==> config.mk <==
export PLATFORM = sky130hd
export DESIGN_NAME = marker_length_sum_deframer_unit
export DESIGN_NICKNAME = d
export VERILOG_FILES = /design/src/design/mlsd_pkg.sv /design/src/design/mlsd_front.sv /design/src/design/mlsd_queue.sv /design/src/design/mlsd_back.sv /design/src/design/marker_length_sum_deframer_unit.sv
export VERILOG_INCLUDE_DIRS = /design/src /design/src/design
export SDC_FILE = /design/constraint.sdc
export NUM_CORES = 1
export LEC_CHECK = 0
export ABC_AREA = 1
export BUFFER_PORTS_ARGS = -buffer_cell sky130_fd_sc_hd__clkbuf_2
export CAP_MARGIN = 20
export CELL_PAD_IN_SITES_DETAIL_PLACEMENT = 1
export CELL_PAD_IN_SITES_GLOBAL_PLACEMENT = 1
export CORE_AREA = 2 2 111 113
export CTS_BUF_LIST = sky130_fd_sc_hd__clkbuf_8 sky130_fd_sc_hd__clkbuf_16
export DETAILED_ROUTE_END_ITERATION = 10
export DIE_AREA = 0 0 113 115
export GPL_TIMING_DRIVEN = 0
export PLACE_DENSITY = 0.84
export SYNTH_ARGS = -nofsm -noshare
export SYNTH_HDL_FRONTEND = slang
export SYNTH_HIERARCHICAL = 1
export SYNTH_SLANG_ARGS = --single-unit
==> constraint.sdc <==
create_clock -name aclk -period 5.12 [get_ports aclk]
set_clock_uncertainty 0.2 [all_clocks]
set_input_delay 1.536 -clock aclk [delete_from_list [all_inputs] [get_ports aclk]]
set_output_delay 1.536 -clock aclk [all_outputs]
set_load 0.02 [all_outputs]
==> src/design/assert_macros.svh <==
// assertion macros shared by the deframer modules
`ifndef ASSERT_MACROS_SVH
`define ASSERT_MACROS_SVH

// property must hold at every clock edge outside reset
`define ASSERT_CLK(lbl, clk, rstn, prop, msg) \
    lbl: assert property (@(posedge clk) disable iff (!rstn) prop) \
        else $error(msg);

// condition must never be seen at a clock edge outside reset
`define ASSERT_NEVER(lbl, clk, rstn, cond, msg) \
    lbl: assert property (@(posedge clk) disable iff (!rstn) !(cond)) \
        else $error(msg);

`endif

==> src/design/mlsd_pkg.sv <==
// types and constants shared by the marker/length/sum deframer
`timescale 1ns / 1ps
package mlsd_pkg;

    localparam int BYTE_W      = 8;
    localparam int STATUS_W    = 2;
    localparam int CFG_INDEX_W = 8;
    localparam int OUT_DATA_W  = 32;
    localparam int OUT_USER_W  = 3;

    // configuration register indexes
    localparam logic [CFG_INDEX_W-1:0] REG_START_MARKER = 8'd0;
    localparam logic [CFG_INDEX_W-1:0] REG_END_MARKER   = 8'd1;

    localparam logic [BYTE_W-1:0] START_MARKER_RST = 8'hAA;
    localparam logic [BYTE_W-1:0] END_MARKER_RST   = 8'h55;

    // status codes
    localparam logic [STATUS_W-1:0] ST_PROGRESS = 2'd0;
    localparam logic [STATUS_W-1:0] ST_GOOD     = 2'd1;
    localparam logic [STATUS_W-1:0] ST_ERROR    = 2'd2;

    // classified byte as held in the queue
    typedef struct packed {
        logic [BYTE_W-1:0] data;
        logic              is_start;
        logic              is_end;
        logic              is_zero;
    } entry_t;

endpackage

==> src/design/mlsd_front.sv <==
// front end: configuration registers, input beat acceptance and byte classification
`timescale 1ns / 1ps
module mlsd_front (
    input  logic                               aclk,
    input  logic                               aresetn,
    input  logic                               s_axis_tvalid,
    output logic                               s_axis_tready,
    input  logic [mlsd_pkg::BYTE_W-1:0]        s_axis_tdata,
    input  logic                               cfg_valid,
    output logic                               cfg_ready,
    input  logic [mlsd_pkg::CFG_INDEX_W-1:0]   cfg_index,
    input  logic [mlsd_pkg::BYTE_W-1:0]        cfg_data,
    input  logic                               queue_full,
    output logic                               push,
    output mlsd_pkg::entry_t                   push_entry
);

    logic [mlsd_pkg::BYTE_W-1:0] start_marker_reg;
    logic [mlsd_pkg::BYTE_W-1:0] end_marker_reg;

    assign cfg_ready     = 1'b1;
    assign s_axis_tready = !queue_full;
    assign push          = s_axis_tvalid && !queue_full;

    always_comb begin
        push_entry.data     = s_axis_tdata;
        push_entry.is_start = (s_axis_tdata == start_marker_reg);
        push_entry.is_end   = (s_axis_tdata == end_marker_reg);
        push_entry.is_zero  = (s_axis_tdata == '0);
    end

    always_ff @(posedge aclk) begin
        if (!aresetn) begin
            start_marker_reg <= mlsd_pkg::START_MARKER_RST;
            end_marker_reg   <= mlsd_pkg::END_MARKER_RST;
        end else if (cfg_valid && cfg_ready) begin
            case (cfg_index)
                mlsd_pkg::REG_START_MARKER: start_marker_reg <= cfg_data;
                mlsd_pkg::REG_END_MARKER:   end_marker_reg   <= cfg_data;
                default: ;
            endcase
        end
    end

endmodule

==> src/design/mlsd_queue.sv <==
// short queue of classified bytes between front and back ends
`timescale 1ns / 1ps
`include "assert_macros.svh"
module mlsd_queue #(
    parameter int DEPTH = 2
) (
    input  logic              aclk,
    input  logic              aresetn,
    input  logic              push,
    input  mlsd_pkg::entry_t  push_entry,
    output logic              full,
    input  logic              pop,
    output logic              head_valid,
    output mlsd_pkg::entry_t  head_entry
);

    localparam int PTR_W = $clog2(DEPTH);
    localparam int CNT_W = $clog2(DEPTH + 1);

    mlsd_pkg::entry_t   entry_reg [DEPTH];
    logic [PTR_W-1:0]   wr_ptr_reg;
    logic [PTR_W-1:0]   rd_ptr_reg;
    logic [CNT_W-1:0]   count_reg;
    logic [CNT_W-1:0]   count_next;

    assign full       = (count_reg == CNT_W'(DEPTH));
    assign head_valid = (count_reg != '0);
    assign head_entry = entry_reg[rd_ptr_reg];

    always_comb begin
        count_next = count_reg;
        if (push && !pop) begin
            count_next = count_reg + CNT_W'(1);
        end else if (pop && !push) begin
            count_next = count_reg - CNT_W'(1);
        end
    end

    always_ff @(posedge aclk) begin
        if (!aresetn) begin
            wr_ptr_reg <= '0;
            rd_ptr_reg <= '0;
            count_reg  <= '0;
        end else begin
            count_reg <= count_next;
            if (push) begin
                wr_ptr_reg <= (wr_ptr_reg == PTR_W'(DEPTH - 1)) ? '0 : wr_ptr_reg + PTR_W'(1);
            end
            if (pop) begin
                rd_ptr_reg <= (rd_ptr_reg == PTR_W'(DEPTH - 1)) ? '0 : rd_ptr_reg + PTR_W'(1);
            end
        end
    end

    always_ff @(posedge aclk) begin
        if (push) begin
            entry_reg[wr_ptr_reg] <= push_entry;
        end
    end

    `ASSERT_CLK(a_count_up, aclk, aresetn, (push && !pop) |=> (count_reg == $past(count_reg) + CNT_W'(1)), "queue count did not follow a lone push")
    `ASSERT_CLK(a_pop_nonempty, aclk, aresetn, pop |-> (count_reg != '0), "queue popped while empty")

endmodule

==> src/design/mlsd_back.sv <==
// back end: deframing state machine, running sum and result register
`timescale 1ns / 1ps
`include "assert_macros.svh"
module mlsd_back (
    input  logic                              aclk,
    input  logic                              aresetn,
    input  logic                              head_valid,
    input  mlsd_pkg::entry_t                  head_entry,
    output logic                              pop,
    output logic                              m_axis_tvalid,
    input  logic                              m_axis_tready,
    output logic [mlsd_pkg::OUT_DATA_W-1:0]   m_axis_tdata,  // payload_byte, payload_index, command_id, payload_length
    output logic [mlsd_pkg::OUT_USER_W-1:0]   m_axis_tuser   // status, payload_valid
);

    typedef enum logic [2:0] {
        PH_HUNT,
        PH_CMD,
        PH_LEN,
        PH_DATA,
        PH_SUM,
        PH_END
    } phase_t;

    phase_t                          phase_reg,  phase_next;
    logic [mlsd_pkg::BYTE_W-1:0]     sum_reg,    sum_next;
    logic [mlsd_pkg::BYTE_W-1:0]     remain_reg, remain_next;
    logic [mlsd_pkg::BYTE_W-1:0]     cmd_reg,    cmd_next;
    logic [mlsd_pkg::BYTE_W-1:0]     len_reg,    len_next;
    logic [mlsd_pkg::BYTE_W-1:0]     rsum_reg,   rsum_next;
    logic                            out_valid_reg;
    logic [mlsd_pkg::STATUS_W-1:0]   status_reg, status_next;
    logic                            pvalid_reg, pvalid_next;
    logic [mlsd_pkg::BYTE_W-1:0]     pbyte_reg,  pbyte_next;
    logic [mlsd_pkg::BYTE_W-1:0]     pindex_reg, pindex_next;
    logic [mlsd_pkg::BYTE_W-1:0]     remain_dec;

    assign pop           = head_valid && (!out_valid_reg || m_axis_tready);
    assign m_axis_tvalid = out_valid_reg;
    assign m_axis_tdata  = {len_reg, cmd_reg, pindex_reg, pbyte_reg};
    assign m_axis_tuser  = {pvalid_reg, status_reg};
    assign remain_dec    = remain_reg - 8'd1;

    always_comb begin
        phase_next  = phase_reg;
        sum_next    = sum_reg;
        remain_next = remain_reg;
        cmd_next    = cmd_reg;
        len_next    = len_reg;
        rsum_next   = rsum_reg;
        status_next = mlsd_pkg::ST_PROGRESS;
        pvalid_next = 1'b0;
        pbyte_next  = '0;
        pindex_next = '0;
        case (phase_reg)
            PH_HUNT: begin
                if (head_entry.is_start) begin
                    sum_next   = head_entry.data;
                    phase_next = PH_CMD;
                end
            end
            PH_CMD: begin
                cmd_next   = head_entry.data;
                sum_next   = sum_reg + head_entry.data;
                phase_next = PH_LEN;
            end
            PH_LEN: begin
                len_next    = head_entry.data;
                sum_next    = sum_reg + head_entry.data;
                remain_next = head_entry.data;
                phase_next  = head_entry.is_zero ? PH_SUM : PH_DATA;
            end
            PH_DATA: begin
                pvalid_next = 1'b1;
                pbyte_next  = head_entry.data;
                pindex_next = len_reg - remain_reg;
                sum_next    = sum_reg + head_entry.data;
                remain_next = remain_dec;
                if (remain_dec == '0) begin
                    phase_next = PH_SUM;
                end
            end
            PH_SUM: begin
                rsum_next  = head_entry.data;
                phase_next = PH_END;
            end
            PH_END: begin
                status_next = (head_entry.is_end && (rsum_reg == sum_reg)) ?
                              mlsd_pkg::ST_GOOD : mlsd_pkg::ST_ERROR;
                phase_next  = PH_HUNT;
                sum_next    = '0;
                remain_next = '0;
            end
            default: begin
                status_next = mlsd_pkg::ST_ERROR;
                phase_next  = PH_HUNT;
                sum_next    = '0;
                remain_next = '0;
            end
        endcase
    end

    always_ff @(posedge aclk) begin
        if (!aresetn) begin
            phase_reg     <= PH_HUNT;
            sum_reg       <= '0;
            remain_reg    <= '0;
            cmd_reg       <= '0;
            len_reg       <= '0;
            rsum_reg      <= '0;
            out_valid_reg <= 1'b0;
        end else begin
            if (pop) begin
                phase_reg     <= phase_next;
                sum_reg       <= sum_next;
                remain_reg    <= remain_next;
                cmd_reg       <= cmd_next;
                len_reg       <= len_next;
                rsum_reg      <= rsum_next;
                out_valid_reg <= 1'b1;
            end else if (m_axis_tready) begin
                out_valid_reg <= 1'b0;
            end
        end
    end

    always_ff @(posedge aclk) begin
        if (pop) begin
            status_reg <= status_next;
            pvalid_reg <= pvalid_next;
            pbyte_reg  <= pbyte_next;
            pindex_reg <= pindex_next;
        end
    end

    `ASSERT_CLK(a_end_returns, aclk, aresetn, (pop && (phase_reg == PH_END)) |=> ((phase_reg == PH_HUNT) && (status_reg != mlsd_pkg::ST_PROGRESS)), "end of packet did not report and return to hunting")
    `ASSERT_NEVER(a_payload_status, aclk, aresetn, out_valid_reg && pvalid_reg && (status_reg != mlsd_pkg::ST_PROGRESS), "payload beat carries a completion status")

endmodule

==> src/design/marker_length_sum_deframer_unit.sv <==
// Path: an accepted byte is written into the queue; its result beat is registered in the back
// end when the byte is popped. Throughput: one byte per cycle, sustained while m_axis_tready
// stays high; the back end updates its state once per popped byte. During an output stall the
// two-entry queue fills and s_axis_tready drops in the cycle after m_axis_tready does, in steady flow.
// Reset: synchronous, active-low aresetn empties the queue, sets hunting, clears sums and
// held fields, and loads start_marker 0xAA and end_marker 0x55.
`timescale 1ns / 1ps
module marker_length_sum_deframer_unit #(
    parameter int QUEUE_DEPTH = 2
) (
    input  logic                               aclk,
    input  logic                               aresetn,
    input  logic                               s_axis_tvalid,
    output logic                               s_axis_tready,
    input  logic [mlsd_pkg::BYTE_W-1:0]        s_axis_tdata,  // rx_byte
    output logic                               m_axis_tvalid,
    input  logic                               m_axis_tready,
    output logic [mlsd_pkg::OUT_DATA_W-1:0]    m_axis_tdata,  // payload_byte, payload_index, command_id, payload_length
    output logic [mlsd_pkg::OUT_USER_W-1:0]    m_axis_tuser,  // status, payload_valid
    input  logic                               cfg_valid,
    output logic                               cfg_ready,
    input  logic [mlsd_pkg::CFG_INDEX_W-1:0]   cfg_index,
    input  logic [mlsd_pkg::BYTE_W-1:0]        cfg_data
);

    logic              queue_full;
    logic              push;
    mlsd_pkg::entry_t  push_entry;
    logic              pop;
    logic              head_valid;
    mlsd_pkg::entry_t  head_entry;

    mlsd_front u_front (
        .aclk          (aclk),
        .aresetn       (aresetn),
        .s_axis_tvalid (s_axis_tvalid),
        .s_axis_tready (s_axis_tready),
        .s_axis_tdata  (s_axis_tdata),
        .cfg_valid     (cfg_valid),
        .cfg_ready     (cfg_ready),
        .cfg_index     (cfg_index),
        .cfg_data      (cfg_data),
        .queue_full    (queue_full),
        .push          (push),
        .push_entry    (push_entry)
    );

    mlsd_queue #(
        .DEPTH (QUEUE_DEPTH)
    ) u_queue (
        .aclk       (aclk),
        .aresetn    (aresetn),
        .push       (push),
        .push_entry (push_entry),
        .full       (queue_full),
        .pop        (pop),
        .head_valid (head_valid),
        .head_entry (head_entry)
    );

    mlsd_back u_back (
        .aclk          (aclk),
        .aresetn       (aresetn),
        .head_valid    (head_valid),
        .head_entry    (head_entry),
        .pop           (pop),
        .m_axis_tvalid (m_axis_tvalid),
        .m_axis_tready (m_axis_tready),
        .m_axis_tdata  (m_axis_tdata),
        .m_axis_tuser  (m_axis_tuser)
    );

endmodule

==> run metrics <==
status=finished with violations; failing checks=DRC; nets@finish=760; Die Y=115 um; I/O pins=67; Mapped Cells=636; max_slew headroom=37.4%; Non-Filler Instances=864; Leak Pwr=2.84 nW; Num CTS Buffers=9; area of the die=13,000 um2; Site Rows=40; Port Buffer Count=65; critical-path cell list=clkbuf_2, inv_1, a21oi_4, inv_2, nor3_4, inv_2, nand2_1, a21oi_1; top achievable clock speed=291 MHz; setup TNS=0 ps; Clock transition at path regs=70 ps; largest net degree at the start of global routing=26; Worst-Margin Slew=935 ps; CTS tree=yes; fraction of layout instances using a drive strength above 1=20.9%; final hold violations=0; DRT antenna net count=0; most common cell after layout, fill and taps aside=nand2_1; Finished Cell Area=6320 um2; vias in the first global route=4,974; Mapped Area=5500 um2; Setup Viol. Count Final=0; Synth cell types=44; H-tree depth=3; Hold WS=283 ps; Post-CTS Hold Buffers=0; gpl congestion=0.891; worst path required time=5150 ps; Pwr per Cell Area=518 nW/um2; Tcrit/Tclk final=67.1%; Root Driver=clkbuf_16; max reg flops=22; Initial Utilization=46.6%; total core area=11,800 um2; Top FF cell, synth=dfxtp_1; final WL=14,700 um; DR vias=4,668; Layout Area Growth over Synthesis=15.0%; Post-CTS Resized=0; synthesized area per cell=8.65 um2; clk buf depth=2; Setup crit start kind=primary input; Worst path most repeated cell=inv_2; register bit count reported by yosys=106; asr flop ratio synth=0%; final core utilization=53.5%; synth warn=6; Hold Crit Class=register to register; Max Slew Vio Count=0; register area share after synthesis=46.0%; Crit Path Max Fanout=25; CP max stage delay=730 ps; Pre-antenna DRT Iters=7; dpl cell area=6010 um2; die span in x=113 um; initial antenna violation count=0; clk_lat worst skew=350 ps; Crit Path Class=primary input to register; Detail Placement HPWL=11,000 um; first-pass GRT wire length=24,300 um; Post-Syn Nets=684; number of synthesized flops with an enable pin=41; Peak VDD IR=334 uV; total clock sinks=106; post-CTS setup buffer count=0; RSZ-0062 raised after global routing=false; critical path arrival=3460 ps; # diodes=0; crit path capture type=register; grt total ovfl=0; DRC viols=1; Crit-path slowest cell=a21oi_4; most frequent cells in the layout=96 x nand2_1, 71 x inv_1, 69 x a21oi_1; drt initial violations=209; Placed Instances=848; GRT Overall Usage=23.7%; fin crit period=3440 ps; wire length per cell=17.1 um; Max Cap Viol=0; Vias/cell=5.40
==> per-layer routing <==
layer  global-route usage [%]  share of wire [%]  up-vias
met5                        0                  0        -
met2                     44.2                 53      108
met4                     10.8                2.9        0
met1                     26.1                 41     2265
li1                         -                  -     2260
met3                     4.69                3.5       35
==> synth_stat cells (all sizes together) (2+ instances only) <==
| cell | count | area (um2) |
|---|---|---|
| nor4 | 2 | 12.5 |
| mux2 | 11 | 161 |
| o21ai | 48 | 259 |
| xor2 | 12 | 105 |
| nand2 | 102 | 408 |
| ha | 17 | 213 |
| nor2 | 70 | 362 |
| nand4 | 10 | 62.6 |
| dfxtp | 65 | 1300 |
| o22ai | 5 | 31.3 |
| a21oi | 70 | 362 |
| nand3 | 44 | 220 |
| inv | 80 | 305 |
| nor3 | 5 | 36.3 |
| fa | 2 | 40.0 |
| xnor2 | 11 | 96.3 |
| a31oi | 2 | 12.5 |
| edfxtp | 41 | 1230 |
| buf | 22 | 183 |
| clkinv | 3 | 13.8 |
| o21bai | 2 | 15.0 |
| a211oi | 3 | 22.5 |
| clkbuf | 4 | 15.0 |
==> through the flow <==
stage          worst slack (ps)  power (mW)
2_1_floorplan              1940        2.15
3_3_place_gp               1440        2.47
3_5_place_dp               1320        2.55
4_1_cts                    1700        3.30
5_1_grt                    1500        3.48
6_report                   1690        3.28
==> worst max-delay path, delay by kind of cell <==
family | cells | cell delay (ps)
AND/OR/NAND/NOR | 2 | 530
AO/OA/AOI/OAI | 2 | 800
buffers and inverters | 4 | 590
==> power breakdown <==
| group | leakage, nW | switching (mW) | internal [mW] |
|---|---|---|---|
| Combinational | 1.75 | 0.918 | 0.437 |
| Clock | 0.158 | 0.305 | 0.425 |
| Sequential | 0.926 | 0.111 | 1.08 |
| Total | 2.84 | 1.33 | 1.94 |
==> cell families (layout without fill, tap and decap cells) <==
| kind of cell | Yosys count | count (layout) | share of synthesized area, % |
|---|---|---|---|
| compound gates | 132 | 132 | 13.1 |
| xor+xnor | 23 | 23 | 3.66 |
| fa+ha+maj | 19 | 19 | 4.60 |
| buf+inv | 109 | 190 | 9.39 |
| flops | 106 | 106 | 46.0 |
| mux | 11 | 11 | 2.93 |
| other cells | 1 | 1 | 0.0682 |
| simple gates | 235 | 235 | 20.2 |
==> cell type report <==
type / count / area (um2)
clock buffer: 9 / 225
inverter: 83 / 319
timing repair buffer: 65 / 325
sequential: 106 / 2530
multi-input combinational: 421 / 2450
clock inverter: 7 / 88.8
fill: 1458 / 5490
tap: 147 / 184
buffer: 26 / 198
==> worst paths after layout <==
kind	to	slack, ps	start	cells past startpoint
max	u_back/remain_reg[6]$_SDFFE_PN0P_	1690	m_axis_tready	8
min	u_front/end_marker_reg[4]$_SDFFE_PN1P_	280	u_front/end_marker_reg[4]$_SDFFE_PN1P_	2
max reg2reg	u_back/remain_reg[6]$_SDFFE_PN0P_	2460	u_queue/count_reg[0]$_SDFFE_PN0P_	9
min reg2reg	u_front/end_marker_reg[4]$_SDFFE_PN1P_	280	u_front/end_marker_reg[4]$_SDFFE_PN1P_	2
No activity file was read; power rests on OpenSTA's default activity.
